[config.mk]
export PLATFORM = sky130hd
export DESIGN_NAME = tcp_reno_cwnd_update_flat
export DESIGN_NICKNAME = d
export VERILOG_FILES = /design/src/hw/rtl/tcprc_pkg.sv /design/src/hw/rtl/tcprc_req_if.sv /design/src/hw/rtl/tcprc_rsp_if.sv /design/src/hw/rtl/tcp_reno_cwnd_update.sv /design/src/hw/rtl/tcprc_div.sv /design/src/hw/rtl/tcprc_ctrl.sv /design/src/hw/rtl/tcprc_dp.sv /design/src/flat_wrapper.sv
export VERILOG_INCLUDE_DIRS = /design/src /design/src/hw/rtl
export SDC_FILE = /design/constraint.sdc
export NUM_CORES = 1
export LEC_CHECK = 0
export BUFFER_PORTS_ARGS = -buffer_cell sky130_fd_sc_hd__buf_2
export CELL_PAD_IN_SITES_DETAIL_PLACEMENT = 0
export CELL_PAD_IN_SITES_GLOBAL_PLACEMENT = 2
export CORE_ASPECT_RATIO = 0.9
export CORE_MARGIN = 2
export CORE_UTILIZATION = 42
export CTS_CLUSTER_SIZE = 10
export DETAILED_ROUTE_END_ITERATION = 16
export GPL_TIMING_DRIVEN = 0
export PLACE_DENSITY_LB_ADDON = 0.2
export REMOVE_ABC_BUFFERS = 1
export SKIP_LAST_GASP = 1
export SLEW_MARGIN = 10
export SYNTH_ARGS = -nofsm -noshare
export SYNTH_HDL_FRONTEND = slang
export SYNTH_HIERARCHICAL = 1
export SYNTH_SLANG_ARGS = --single-unit
[constraint.sdc]
create_clock -name clk -period 5.9 [get_ports clk]
set_input_delay 0.885 -clock clk [delete_from_list [all_inputs] [get_ports clk]]
set_output_delay 0.885 -clock clk [all_outputs]
set_load 0.01 [all_outputs]
[src/hw/rtl/assert_macros.svh]
// assertion helpers, clocked on clk and held off while rst_n is low
`ifndef ASSERT_MACROS_SVH
`define ASSERT_MACROS_SVH

// same-cycle implication
`define TCPRC_ASSERT_IMP(label, ante, cons, msg) \
    label: assert property (@(posedge clk) disable iff (!rst_n) (ante) |-> (cons)) \
        else $error(msg);

// next-cycle implication
`define TCPRC_ASSERT_NXT(label, ante, cons, msg) \
    label: assert property (@(posedge clk) disable iff (!rst_n) (ante) |=> (cons)) \
        else $error(msg);

`endif

[src/hw/rtl/tcprc_pkg.sv]
`timescale 1ns / 1ps
`default_nettype none

package tcprc_pkg;

    localparam int FRACTION_BITS = 16;
    localparam int WINDOW_BITS   = 32;
    localparam int ACK_BITS      = 16;
    localparam int CFG_BITS      = 32;
    localparam int MINW_BITS     = 16;
    localparam int CFG_IDX_BITS  = 2;

    // n*n, then shifted up by the fraction width for the divide
    localparam int SQ_BITS       = 2 * ACK_BITS;
    localparam int DVD_BITS      = SQ_BITS + FRACTION_BITS;
    localparam int SUM_BITS      = ((WINDOW_BITS > SQ_BITS) ? WINDOW_BITS : SQ_BITS) + 2;
    localparam int DIV_CNT_BITS  = $clog2(DVD_BITS + 1);

    typedef logic [WINDOW_BITS-1:0]   win_t;
    typedef logic [FRACTION_BITS-1:0] frac_t;

    localparam win_t WIN_MAX        = '1;
    localparam win_t RESET_INIT_WIN = win_t'(10);
    localparam logic [MINW_BITS-1:0] RESET_MIN_WIN = MINW_BITS'(2);

    typedef enum logic [CFG_IDX_BITS-1:0] {
        REG_INIT_WIN = 2'd0,
        REG_SSTHRESH = 2'd1,
        REG_MIN_WIN  = 2'd2
    } cfg_reg_t;

    typedef enum logic {
        OP_ACK  = 1'b0,
        OP_LOSS = 1'b1
    } op_t;

    typedef struct packed {
        logic capture;
        logic div_start;
        logic commit;
    } dp_cmd_t;

    typedef struct packed {
        logic loss;
        logic phase;
        logic div_done;
    } dp_sts_t;

endpackage

`default_nettype wire

[src/hw/rtl/tcprc_req_if.sv]
`timescale 1ns / 1ps
`default_nettype none

interface tcprc_req_if import tcprc_pkg::*; ();
    logic                valid;
    logic                ready;
    logic                operation;
    logic [ACK_BITS-1:0] packets_acked;

    modport source (output valid, operation, packets_acked, input ready);
    modport sink   (input valid, operation, packets_acked, output ready);
endinterface

`default_nettype wire

[src/hw/rtl/tcprc_rsp_if.sv]
`timescale 1ns / 1ps
`default_nettype none

interface tcprc_rsp_if import tcprc_pkg::*; ();
    logic                   valid;
    logic                   ready;
    logic [WINDOW_BITS-1:0] window;
    logic                   in_avoidance;

    modport source (output valid, window, in_avoidance, input ready);
    modport sink   (input valid, window, in_avoidance, output ready);
endinterface

`default_nettype wire

[src/hw/rtl/tcp_reno_cwnd_update.sv]
// Reno congestion window in 32.16 fixed point with a slow-start/avoidance flag. One event
// at a time is taken on req and one result is returned on rsp for each. A loss, or an ack
// in slow start, goes from capture through check to commit; an ack in avoidance also
// waits in a divide state on the restoring divider, which forms n*n/window one quotient bit
// per cycle over the 48-bit dividend. The next event is taken as soon as the result sits in
// the output register, even if rsp has not yet taken it. Registers (cfg_index): 0 initial
// window, loaded into the window at once; 1 slow-start threshold, zero meaning never;
// 2 minimum window after a loss. Write them only while no event is in flight.
`timescale 1ns / 1ps
`default_nettype none

`include "assert_macros.svh"

module tcp_reno_cwnd_update import tcprc_pkg::*;
(
    input  wire logic                    clk,
    input  wire logic                    rst_n,
    input  wire logic                    cfg_we,
    input  wire logic [CFG_IDX_BITS-1:0] cfg_index,
    input  wire logic [CFG_BITS-1:0]     cfg_data,
    tcprc_req_if.sink                    req,
    tcprc_rsp_if.source                  rsp
);

    dp_cmd_t dp_cmd;
    dp_sts_t dp_sts;
    logic    req_ready;
    logic    rsp_valid;
    win_t    rsp_window;
    logic    rsp_in_avoidance;

    tcprc_ctrl u_ctrl
    (
        .clk       (clk),
        .rst_n     (rst_n),
        .req_valid (req.valid),
        .req_ready (req_ready),
        .rsp_valid (rsp_valid),
        .rsp_ready (rsp.ready),
        .cmd       (dp_cmd),
        .sts       (dp_sts)
    );

    tcprc_dp u_dp
    (
        .clk               (clk),
        .rst_n             (rst_n),
        .cfg_we            (cfg_we),
        .cfg_index         (cfg_index),
        .cfg_data          (cfg_data),
        .req_operation     (req.operation),
        .req_packets_acked (req.packets_acked),
        .cmd               (dp_cmd),
        .sts               (dp_sts),
        .rsp_window        (rsp_window),
        .rsp_in_avoidance  (rsp_in_avoidance)
    );

    assign req.ready        = req_ready;
    assign rsp.valid        = rsp_valid;
    assign rsp.window       = rsp_window;
    assign rsp.in_avoidance = rsp_in_avoidance;

    `TCPRC_ASSERT_IMP(a_window_nonzero, rsp.valid, rsp.window != '0, "window result is zero")
    `TCPRC_ASSERT_NXT(a_phase_sticky, dp_sts.phase, dp_sts.phase, "left avoidance")
    `TCPRC_ASSERT_NXT(a_one_in_flight, req.valid && req.ready, !req.ready, "second event taken")
    `TCPRC_ASSERT_NXT(a_commit_shows, dp_cmd.commit, rsp.valid, "result not presented")

endmodule

`default_nettype wire

[src/hw/rtl/tcprc_div.sv]
`timescale 1ns / 1ps
`default_nettype none

module tcprc_div import tcprc_pkg::*;
(
    input  wire logic                clk,
    input  wire logic                rst_n,
    input  wire logic                start,
    input  wire logic [DVD_BITS-1:0] dividend,
    input  wire win_t                divisor,
    output logic      [DVD_BITS-1:0] quotient,
    output logic                     done
);

    win_t                    rem_reg;
    win_t                    dsr_reg;
    logic [DVD_BITS-1:0]     quo_reg;
    logic [DIV_CNT_BITS-1:0] cnt_reg;
    logic                    busy_reg;
    logic                    done_reg;

    logic [WINDOW_BITS:0]    rem_shift;
    logic [WINDOW_BITS:0]    diff;
    logic                    take;
    win_t                    rem_next;

    // restoring division, one quotient bit per cycle
    always_comb
    begin
        rem_shift = {rem_reg, quo_reg[DVD_BITS-1]};
        diff      = rem_shift - {1'b0, dsr_reg};
        take      = !diff[WINDOW_BITS];
        rem_next  = take ? diff[WINDOW_BITS-1:0] : rem_shift[WINDOW_BITS-1:0];
    end

    always_ff @(posedge clk or negedge rst_n)
    begin
        if (!rst_n)
        begin
            busy_reg <= 1'b0;
            done_reg <= 1'b0;
            cnt_reg  <= '0;
        end
        else
        begin
            done_reg <= 1'b0;
            if (start)
            begin
                busy_reg <= 1'b1;
                cnt_reg  <= DIV_CNT_BITS'(DVD_BITS);
            end
            else if (busy_reg)
            begin
                cnt_reg <= cnt_reg - DIV_CNT_BITS'(1);
                if (cnt_reg == DIV_CNT_BITS'(1))
                begin
                    busy_reg <= 1'b0;
                    done_reg <= 1'b1;
                end
            end
        end
    end

    always_ff @(posedge clk)
    begin
        if (start)
        begin
            rem_reg <= '0;
            quo_reg <= dividend;
            dsr_reg <= divisor;
        end
        else if (busy_reg)
        begin
            rem_reg <= rem_next;
            quo_reg <= {quo_reg[DVD_BITS-2:0], take};
        end
    end

    assign quotient = quo_reg;
    assign done     = done_reg;

endmodule

`default_nettype wire

[src/hw/rtl/tcprc_ctrl.sv]
`timescale 1ns / 1ps
`default_nettype none

module tcprc_ctrl import tcprc_pkg::*;
(
    input  wire logic    clk,
    input  wire logic    rst_n,
    input  wire logic    req_valid,
    output logic         req_ready,
    output logic         rsp_valid,
    input  wire logic    rsp_ready,
    output dp_cmd_t      cmd,
    input  wire dp_sts_t sts
);

    typedef enum logic [1:0] {
        S_IDLE,
        S_CHECK,
        S_DIV,
        S_COMMIT
    } state_t;

    state_t state_reg;
    state_t state_next;
    logic   out_valid_reg;
    logic   out_valid_next;
    logic   out_free;
    logic   fast_path;

    always_comb
    begin
        out_free  = !out_valid_reg || rsp_ready;
        // loss and slow-start acks need no divide
        fast_path = sts.loss || !sts.phase;

        cmd.capture   = (state_reg == S_IDLE) && req_valid;
        cmd.div_start = (state_reg == S_CHECK) && !fast_path;
        cmd.commit    = (state_reg == S_COMMIT) && out_free;

        state_next = state_reg;
        case (state_reg)
            S_IDLE:
            begin
                if (req_valid)
                    state_next = S_CHECK;
            end
            S_CHECK:
            begin
                state_next = fast_path ? S_COMMIT : S_DIV;
            end
            S_DIV:
            begin
                if (sts.div_done)
                    state_next = S_COMMIT;
            end
            S_COMMIT:
            begin
                if (out_free)
                    state_next = S_IDLE;
            end
            default:
            begin
                state_next = S_IDLE;
            end
        endcase

        out_valid_next = out_valid_reg;
        if (cmd.commit)
            out_valid_next = 1'b1;
        else if (rsp_ready)
            out_valid_next = 1'b0;
    end

    always_ff @(posedge clk or negedge rst_n)
    begin
        if (!rst_n)
        begin
            state_reg     <= S_IDLE;
            out_valid_reg <= 1'b0;
        end
        else
        begin
            state_reg     <= state_next;
            out_valid_reg <= out_valid_next;
        end
    end

    assign req_ready = (state_reg == S_IDLE);
    assign rsp_valid = out_valid_reg;

endmodule

`default_nettype wire

[src/hw/rtl/tcprc_dp.sv]
`timescale 1ns / 1ps
`default_nettype none

module tcprc_dp import tcprc_pkg::*;
(
    input  wire logic                    clk,
    input  wire logic                    rst_n,
    input  wire logic                    cfg_we,
    input  wire logic [CFG_IDX_BITS-1:0] cfg_index,
    input  wire logic [CFG_BITS-1:0]     cfg_data,
    input  wire logic                    req_operation,
    input  wire logic [ACK_BITS-1:0]     req_packets_acked,
    input  wire dp_cmd_t                 cmd,
    output dp_sts_t                      sts,
    output win_t                         rsp_window,
    output logic                         rsp_in_avoidance
);

    win_t                  win_int_reg;
    frac_t                 win_frac_reg;
    logic                  phase_reg;
    logic [CFG_BITS-1:0]   ssthresh_reg;
    logic [MINW_BITS-1:0]  min_win_reg;
    op_t                   op_reg;
    logic [ACK_BITS-1:0]   n_reg;
    logic [SQ_BITS-1:0]    sq_reg;
    win_t                  out_win_reg;
    logic                  out_phase_reg;

    win_t                  win_int_next;
    frac_t                 win_frac_next;
    logic                  phase_next;

    logic [DVD_BITS-1:0]   quot;
    logic                  div_done;
    win_t                  divisor;

    win_t                  load_val;
    win_t                  half;
    win_t                  min_ext;
    win_t                  loss_int;
    logic [WINDOW_BITS:0]  ss_sum;
    logic                  ss_sat;
    win_t                  ss_int;
    logic                  ss_enter;
    logic [FRACTION_BITS:0] frac_sum;
    logic [SUM_BITS-1:0]   ca_sum;
    logic                  ca_sat;

    assign divisor = (win_int_reg == '0) ? win_t'(1) : win_int_reg;

    tcprc_div u_div
    (
        .clk      (clk),
        .rst_n    (rst_n),
        .start    (cmd.div_start),
        .dividend ({sq_reg, FRACTION_BITS'(0)}),
        .divisor  (divisor),
        .quotient (quot),
        .done     (div_done)
    );

    always_comb
    begin
        // window load from a register write: zero taken as one, clamp at max
        if (cfg_data == '0)
            load_val = win_t'(1);
        else if (cfg_data > CFG_BITS'(WIN_MAX))
            load_val = WIN_MAX;
        else
            load_val = cfg_data[WINDOW_BITS-1:0];

        // loss: ceil(window/2), floored at min window
        half     = (win_int_reg >> 1) + win_t'(win_int_reg[0]);
        min_ext  = win_t'(min_win_reg);
        loss_int = (half < min_ext) ? min_ext : half;
        if (loss_int == '0)
            loss_int = win_t'(1);

        // slow start
        ss_sum   = {1'b0, win_int_reg} + (WINDOW_BITS+1)'(n_reg);
        ss_sat   = ss_sum[WINDOW_BITS];
        ss_int   = ss_sat ? WIN_MAX : ss_sum[WINDOW_BITS-1:0];
        ss_enter = (ssthresh_reg != '0) && (CFG_BITS'(ss_int) >= ssthresh_reg);

        // avoidance: add quotient with carry out of the fraction
        frac_sum = {1'b0, win_frac_reg} + {1'b0, quot[FRACTION_BITS-1:0]};
        ca_sum   = SUM_BITS'(win_int_reg) + SUM_BITS'(quot[DVD_BITS-1:FRACTION_BITS])
                   + SUM_BITS'(frac_sum[FRACTION_BITS]);
        ca_sat   = ca_sum > SUM_BITS'(WIN_MAX);

        win_int_next  = win_int_reg;
        win_frac_next = win_frac_reg;
        phase_next    = phase_reg;
        case (op_reg)
            OP_LOSS:
            begin
                win_int_next  = loss_int;
                win_frac_next = '0;
            end
            OP_ACK:
            begin
                if (!phase_reg)
                begin
                    win_int_next = ss_int;
                    if (ss_sat || ss_enter)
                        win_frac_next = '0;
                    if (ss_enter)
                        phase_next = 1'b1;
                end
                else if (ca_sat)
                begin
                    win_int_next  = WIN_MAX;
                    win_frac_next = '0;
                end
                else
                begin
                    win_int_next  = ca_sum[WINDOW_BITS-1:0];
                    win_frac_next = frac_sum[FRACTION_BITS-1:0];
                end
            end
            default:
            begin
                win_int_next = win_int_reg;
            end
        endcase
    end

    always_ff @(posedge clk or negedge rst_n)
    begin
        if (!rst_n)
        begin
            win_int_reg  <= RESET_INIT_WIN;
            win_frac_reg <= '0;
            phase_reg    <= 1'b0;
            ssthresh_reg <= '0;
            min_win_reg  <= RESET_MIN_WIN;
        end
        else if (cmd.commit)
        begin
            win_int_reg  <= win_int_next;
            win_frac_reg <= win_frac_next;
            phase_reg    <= phase_next;
        end
        else if (cfg_we)
        begin
            case (cfg_reg_t'(cfg_index))
                REG_INIT_WIN:
                begin
                    win_int_reg  <= load_val;
                    win_frac_reg <= '0;
                end
                REG_SSTHRESH:
                begin
                    ssthresh_reg <= cfg_data;
                end
                REG_MIN_WIN:
                begin
                    min_win_reg <= cfg_data[MINW_BITS-1:0];
                end
                default:
                begin
                    min_win_reg <= min_win_reg;
                end
            endcase
        end
    end

    always_ff @(posedge clk)
    begin
        if (cmd.capture)
        begin
            op_reg <= op_t'(req_operation);
            n_reg  <= req_packets_acked;
            sq_reg <= req_packets_acked * req_packets_acked;
        end
        if (cmd.commit)
        begin
            out_win_reg   <= win_int_next;
            out_phase_reg <= phase_next;
        end
    end

    always_comb
    begin
        sts.loss     = (op_reg == OP_LOSS);
        sts.phase    = phase_reg;
        sts.div_done = div_done;
    end

    assign rsp_window       = out_win_reg;
    assign rsp_in_avoidance = out_phase_reg;

endmodule

`default_nettype wire
[src/flat_wrapper.sv]
// flat-port wrapper written by rule: the top's interface ports become plain ports
module tcp_reno_cwnd_update_flat import tcprc_pkg::*;
  (clk, rst_n, cfg_we, cfg_index, cfg_data, req_valid, req_operation, req_packets_acked, req_ready, rsp_valid, rsp_window, rsp_in_avoidance, rsp_ready);
  tcprc_req_if req_i ();
  tcprc_rsp_if rsp_i ();
  input  wire logic clk;
  input  wire logic rst_n;
  input  wire logic cfg_we;
  input  wire logic [CFG_IDX_BITS-1:0] cfg_index;
  input  wire logic [CFG_BITS-1:0] cfg_data;
  input wire logic [$bits(req_i.valid)-1:0] req_valid;
  input wire logic [$bits(req_i.operation)-1:0] req_operation;
  input wire logic [$bits(req_i.packets_acked)-1:0] req_packets_acked;
  output wire logic [$bits(req_i.ready)-1:0] req_ready;
  output wire logic [$bits(rsp_i.valid)-1:0] rsp_valid;
  output wire logic [$bits(rsp_i.window)-1:0] rsp_window;
  output wire logic [$bits(rsp_i.in_avoidance)-1:0] rsp_in_avoidance;
  input wire logic [$bits(rsp_i.ready)-1:0] rsp_ready;
  assign req_i.valid = req_valid;
  assign req_i.operation = req_operation;
  assign req_i.packets_acked = req_packets_acked;
  assign req_ready = req_i.ready;
  assign rsp_valid = rsp_i.valid;
  assign rsp_window = rsp_i.window;
  assign rsp_in_avoidance = rsp_i.in_avoidance;
  assign rsp_i.ready = rsp_ready;
  tcp_reno_cwnd_update u_core (.clk(clk), .rst_n(rst_n), .cfg_we(cfg_we), .cfg_index(cfg_index), .cfg_data(cfg_data), .req(req_i), .rsp(rsp_i));
endmodule
==> out/summary.md, run 1 <==
### Status
- run status: finished, violations left
- violated checks: negative setup slack

### Logic synthesis
- async set-or-reset flop fraction in the synthesized netlist: 36.00%
- adder-cell share of the synthesized area: 23.76%
- Cells after Synth: 2,900
- complex-gate fraction of the synthesized area: 15.63%
- top cell type's share of synthesized area: 17.58%
- dominant synthesized flop cell: sky130_fd_sc_hd__edfxtp_1
- Synth Register Bits: 300
- per-instance average area after synthesis: 9.424 um^2
- xor and xnor area share after synthesis: 4.940%
- Post-Synth Simple-Gate Area: 15.06%
- combinational family with the most area after synthesis: adder cells
- biggest area consumer among synthesized cells: sky130_fd_sc_hd__edfxtp_1
- fraction of synthesized area in multiplexers: 3.855%
- EDFF count, synth: 160
- library cells used by synthesis: 104
- cell types with the largest area share after synthesis: sky130_fd_sc_hd__edfxtp_1 (18%), sky130_fd_sc_hd__fa_1 (12%), sky130_fd_sc_hd__ha_1 (11%)
- post-synthesis sequential area ratio: 29.83%
- number of warning messages in the yosys log: 6
- post-synthesis instance area: 0.02733 mm^2

### Detailed routing
- post-detailed-routing wire length: 83,900 um
- drt initial violations: 1,976
- drt first pass iters: 6
- via-per-instance ratio: 5.682
- total number of vias: 21,970
- antenna viol nets, final: 0
- detail-routed net length per standard cell: 21.70 um
- DRC violations left: 0

### Clock network
- clock tree from TritonCTS: yes
- CTS buffer count: 39
- root buffer cell: sky130_fd_sc_hd__clkbuf_16
- worst-skew pair later-pin latency: 0.57 ns
- Max Buffers Root-to-Sink: 3
- cts hold-fix bufs: 0
- Clock transition at path regs: 0.05 ns
- H-tree levels: 2
- count of clock tree sinks: 300

### STA
- setup repair after global routing missed its margin: true
- Final Hold Viols: 0
- Final Max Slew Viols: 0
- Clock Skew: 0.02955 ns
- number of endpoints failing setup at the final stage: 3
- FMAX: 0.1639 GHz
- least setup slack across all paths after layout: -0.2022 ns
- Min Clock Period, post-route: 6.102 ns
- max-slew headroom at the worst pin: 24.80%
- measured slew at the worst slew-check pin: 1.124 ns
- final period utilization: 103.4%

### Floorplan
- total die area: 0.06713 mm^2
- Die Ht: 246.0 um
- die outline width: 272.9 um
- std cell rows: 88
- total I/O pin count: 91
- initial cell density of the core: 42.57%
- area of the core region: 0.06419 mm^2

### Placed design
- post-detailed-placement half-perimeter wirelength: 64,520 um
- routability-driven placement congestion ratio: 0.9226
- Port-buffer cells: 90
- area after detailed placement: 0.02883 mm^2
- number of placed instances with taps included: 3,736
- worst setup slack before clock tree synthesis: -2.113 ns

### Flow run
- number of max-capacitance violations reported: 0

### Finish
- max reg flops: 48
- layout cells sized above 1: 15.48%
- fillcell total: 6,013
- Antenna diodes: 0
- core occupancy in the finished layout: 49.02%
- area growth from synthesis to layout: 15.14%
- number of nets at the end of the flow: 3,453
- sequential cell area: 0.008154 mm^2
- area of combinational cells with multiple inputs: 0.01810 mm^2
- final instance area: 0.03147 mm^2
- post-route insts no fill: 3,866

### GRT
- aggregate global-route resource usage: 25.01%
- number of global-route vias before repair: 21,970
- pin count of the biggest net entering global routing: 70
- first-pass GRT wire length: 129,900 um
- overall overflow remaining after global route: 0
- initial antenna violation count: 0

### Min path
- Hold Path Class: primary input to asynchronous set/reset pin

### Worst setup path
- endpoint class of the critical path: flop
- reg2reg setup slack: 0.22 ns
- Max FO, Critical Path: 3
- Required @ worst endpoint: 6.20 ns
- category of the critical setup timing path: primary input to flop
- startpoint class of the critical path: primary input
- launching point of the worst reg2reg path: u_core/u_dp/win_int_reg[9]
- critical path arrival: 6.40 ns
- r2r worst-path depth: 18
- Reg2Reg Capture Point: u_core/u_dp/win_frac_reg[9]

[cells in the mapped netlist (90+ instances only)]
cell	count
sky130_fd_sc_hd__and2_1	90
sky130_fd_sc_hd__edfxtp_1	160
sky130_fd_sc_hd__nand2_1	255
sky130_fd_sc_hd__o21ai_0	149
sky130_fd_sc_hd__clkbuf_1	124
sky130_fd_sc_hd__a21oi_1	118
sky130_fd_sc_hd__nor2_1	164
sky130_fd_sc_hd__ha_1	247
sky130_fd_sc_hd__inv_1	334
sky130_fd_sc_hd__fa_1	170
sky130_fd_sc_hd__xnor2_1	110
sky130_fd_sc_hd__dfrtp_1	105
[cell type report]
type | count | area share, %
Inverter | 337 | 4.080
Tap cell | 855 | 3.400
Sequential cell | 300 | 25.91
Timing Repair Buffer | 173 | 5.253
Clock buffer | 61 | 3.527
Clock inverter | 11 | 0.2903
Multi-Input combinational cell | 2129 | 57.54
[stage by stage]
stage	hold WS (ns)	TNS, ns
finish	0.2442	-0.3769
global route	0.2560	-1.581
CTS	0.2453	-0.5112
detailed placement	0.4805	-42.94
global placement	0.4688	-469.58
floorplan	0.4526	-21.71
[per-layer routing]
metal | track usage, % | part of all wire, %
met1 | 35.13 | 46
met4 | 6.206 | 2.3
met2 | 40.59 | 46
met3 | 3.489 | 5.7
met5 | 0 | 0
[worst max-delay path, stage by stage]
cell,delay [ns]
sky130_fd_sc_hd__buf_12,0.08
sky130_fd_sc_hd__clkinvlp_4,0.10
sky130_fd_sc_hd__buf_6,0.14
sky130_fd_sc_hd__fa_1,0.50
sky130_fd_sc_hd__inv_2,0.04
sky130_fd_sc_hd__fa_1,0.51
sky130_fd_sc_hd__inv_2,0.04
sky130_fd_sc_hd__fa_1,0.51
sky130_fd_sc_hd__inv_2,0.04
sky130_fd_sc_hd__fa_1,0.52
sky130_fd_sc_hd__inv_1,0.05
sky130_fd_sc_hd__fa_1,0.52
sky130_fd_sc_hd__inv_2,0.04
sky130_fd_sc_hd__fa_2,0.56
sky130_fd_sc_hd__ha_4,0.22
sky130_fd_sc_hd__nand3_4,0.07
sky130_fd_sc_hd__o2111ai_2,0.13
sky130_fd_sc_hd__o32ai_2,0.29
sky130_fd_sc_hd__a21oi_2,0.10
sky130_fd_sc_hd__a221oi_4,0.34
sky130_fd_sc_hd__o21ai_4,0.10
sky130_fd_sc_hd__o31ai_4,0.28
sky130_fd_sc_hd__mux2i_1,0.20
sky130_fd_sc_hd__nand2_1,0.10
[cells by family (layout without fill, tap and decap cells)]
logic type	count (synthesis)	after routing
AND/OR/NAND/NOR	818	818
AO/OA/AOI/OAI	628	628
buffers and inverters	487	582
adder cells (fa/ha/maj)	417	417
flip-flops	300	300
XOR/XNOR	152	152
multiplexers	97	97
other	1	17
[repair_timing]
| action | CTS | global route |
|---|---|---|
| setup buffers | 36 | 23 |
| gates resized for setup | 172 | 53 |
| gates cloned | 0 | 1 |
| pin swaps | 77 | 55 |
| setup endpoints to repair | 74 | 86 |
[worst max path at each step]
stage / cells past startpoint / startpoint / slack (ns) / end
after floorplan: 20 / req_packets_acked[7] / -0.72 / u_core/u_dp/sq_reg[30]
after global placement: 4 / u_core/u_dp/phase_reg / -3.68 / u_core/u_dp/u_div/quotient[47]
after detailed placement: 21 / req_packets_acked[7] / -2.11 / u_core/u_dp/sq_reg[30]
after CTS: 23 / req_packets_acked[7] / -0.16 / u_core/u_dp/sq_reg[30]
after global routing: 24 / req_packets_acked[7] / -0.38 / u_core/u_dp/sq_reg[30]
final: 24 / req_packets_acked[7] / -0.20 / u_core/u_dp/sq_reg[30]
[cells in the final DEF (no fill, tap or decap), drive strengths merged, types with 49 or more instances in the layout]
| cell type | n |
|---|---|
| nand3 | 57 |
| dfrtp | 105 |
| nor2 | 164 |
| a21o | 49 |
| clkbuf | 62 |
| inv | 332 |
| and2 | 90 |
| mux2 | 63 |
| nand2 | 256 |
| xnor2 | 111 |
| fa | 170 |
| buf | 172 |
| a21oi | 121 |
| nor3 | 49 |
| edfxtp | 160 |
| o21ai | 152 |
| ha | 247 |
Power of run 1 is not shown: default switching activity piles up to over one toggle a cycle in this logic, so the estimate is an artifact.
==> inputs of run 2 (changes only) <==
REMOVE_ABC_BUFFERS = default   (was 1)
==> run 2 against run 1 <==
Effect of this change:
- the flow still finishes with violations (negative setup slack)
- clock skew is 0.010 ns lower
- non-clock buffer count grew 139
- sequential share of layout area down 0.58 points
- worst setup slack got worse by 0.29 ns
- via count increased by 4.1%
- die area is the same
- sequential cell count did not move
- cell count increased by 3.8%
- wire length rose by 14%
==> out/summary.md, run 2 (same netlist as run 1, synthesis figures left out) <==
### Flow run
- number of max-capacitance violations reported: 0

### Floorplan
- total I/O pin count: 91
- die outline width: 272.9 um
- std cell rows: 88
- Die Ht: 246.0 um
- area of the core region: 0.06419 mm^2
- initial cell density of the core: 42.57%
- total die area: 0.06713 mm^2

### GRT
- aggregate global-route resource usage: 28.51%
- initial antenna violation count: 3
- pin count of the biggest net entering global routing: 65
- overall overflow remaining after global route: 0
- number of global-route vias before repair: 23,120
- first-pass GRT wire length: 143,800 um

### Worst setup path
- reg2reg setup slack: 0.17 ns
- launching point of the worst reg2reg path: u_core/u_dp/win_int_reg[16]
- delay contributed by the slowest stage of the critical path: 0.58 ns
- Required @ worst endpoint: 6.20 ns
- critical path arrival: 6.70 ns
- Max FO, Critical Path: 7
- CP max stage cell: sky130_fd_sc_hd__fa_2
- startpoint class of the critical path: primary input
- r2r worst-path depth: 14
- endpoint class of the critical path: flop
- Reg2Reg Capture Point: u_core/u_dp/win_frac_reg[11]
- dominant cell type by count on the critical path: sky130_fd_sc_hd__fa_1
- category of the critical setup timing path: primary input to flop

### Clock network
- Max Buffers Root-to-Sink: 3
- count of clock tree sinks: 300
- H-tree levels: 2
- cts hold-fix bufs: 0
- clock tree from TritonCTS: yes
- CTS buffer count: 41
- Clock transition at path regs: 0.06 ns
- worst-skew pair later-pin latency: 0.57 ns
- root buffer cell: sky130_fd_sc_hd__clkbuf_16

### Placed design
- Port-buffer cells: 90
- area after detailed placement: 0.02924 mm^2
- routability-driven placement congestion ratio: 1.013
- post-detailed-placement half-perimeter wirelength: 75,530 um

### STA
- measured slew at the worst slew-check pin: 0.9888 ns
- final-layout setup total negative slack: -2.525 ns
- final period utilization: 108.4%
- Min Clock Period, post-route: 6.397 ns
- setup repair after global routing missed its margin: true
- Clock Skew: 0.01954 ns
- Final Max Slew Viols: 0
- FMAX: 0.1563 GHz
- least setup slack across all paths after layout: -0.4972 ns
- max-slew headroom at the worst pin: 33.64%
- number of endpoints failing setup at the final stage: 10
- Final Hold Viols: 0

### Status
- run status: finished, violations left
- violated checks: negative setup slack

### Detailed routing
- DRC violations left: 0
- antenna viol nets, final: 0
- drt initial violations: 1,814
- post-detailed-routing wire length: 95,800 um
- total number of vias: 22,880
- drt first pass iters: 6
- detail-routed net length per standard cell: 23.88 um
- via-per-instance ratio: 5.703

### Finish
- area growth from synthesis to layout: 17.84%
- final instance area: 0.03220 mm^2
- layout cells sized above 1: 16.90%
- commonest cells after routing, fill and taps aside: sky130_fd_sc_hd__inv_1 (314), sky130_fd_sc_hd__nand2_1 (246), sky130_fd_sc_hd__ha_1 (231)
- number of nets at the end of the flow: 3,594
- max reg flops: 48
- most common cell after layout, fill and taps aside: sky130_fd_sc_hd__inv_1

### Min path
- Hold Path Class: primary input to asynchronous set/reset pin

## run 2: changes by cell type in the layout (fill, tap and decap cells not counted), moves of 10 or more
cell and delta:
sky130_fd_sc_hd__clkbuf_1 +94, sky130_fd_sc_hd__buf_4 +15, sky130_fd_sc_hd__buf_16 -12, sky130_fd_sc_hd__clkbuf_16 +12, sky130_fd_sc_hd__fa_1 -10, sky130_fd_sc_hd__fa_2 +10
## run 2: per-layer routing
layer,GRT usage [%],vias to the layer above,part of all wire [%]
li1,-,10630,-
met1,37.42,11300,43
met2,47.34,768,46
met3,5.302,178,6.8
met4,9.389,2,3.7
met5,0,-,0.014
## run 2: what timing repair did
action	CTS	global route
setup buffers	33	37
gates resized for setup	163	125
setup endpoints to repair	93	92
pin swaps	51	89
gates cloned	1	2
## run 2: cell type report
type | instances | area [um^2]
fill | 6059 | 31990
multi-input combinational | 2129 | 18160
sequential | 300 | 8158
timing repair buffer | 166 | 1304
inverter | 337 | 1271
clock buffer | 62 | 1199
tap | 855 | 1070
buffer | 146 | 912.1
clock inverter | 14 | 125.1
antenna | 2 | 5.005
## run 2: how the worst max path moves through the flow
stage,startpoint,end,slack (ns),cells after the start
6_report,req_packets_acked[14],u_core/u_dp/sq_reg[31],-0.50,25
5_1_grt,req_packets_acked[1],u_core/u_dp/sq_reg[30],-0.65,23
4_1_cts,req_packets_acked[13],u_core/u_dp/sq_reg[30],-0.49,22
3_5_place_dp,req_packets_acked[11],u_core/u_dp/sq_reg[30],-2.00,21
3_3_place_gp,req_packets_acked[11],u_core/u_dp/sq_reg[30],-1.99,21
2_1_floorplan,req_packets_acked[13],u_core/u_dp/sq_reg[30],-0.61,23
## run 2: per-stage QoR
step	utilization, %	cells	setup slack, ns	hold WS (ns)
after detailed placement	45.54	3865	-1.997	0.4839
final	50.17	4011	-0.4972	0.2631
after global placement	45.40	3861	-1.989	0.4736
after floorplan	-	2916	-0.6117	0.4526
after global routing	50.16	4009	-0.6546	0.2851
after CTS	49.04	3972	-0.4882	0.2621
## run 2: critical path, delay by kind of cell
family | cells | cell delay, ns
AND/OR/NAND/NOR | 1 | 0.17
AO/OA/AOI/OAI | 8 | 1.57
buffers and inverters | 9 | 0.73
adder cells (fa/ha/maj) | 7 | 3.33
Power of run 2 is left out for the same reason.
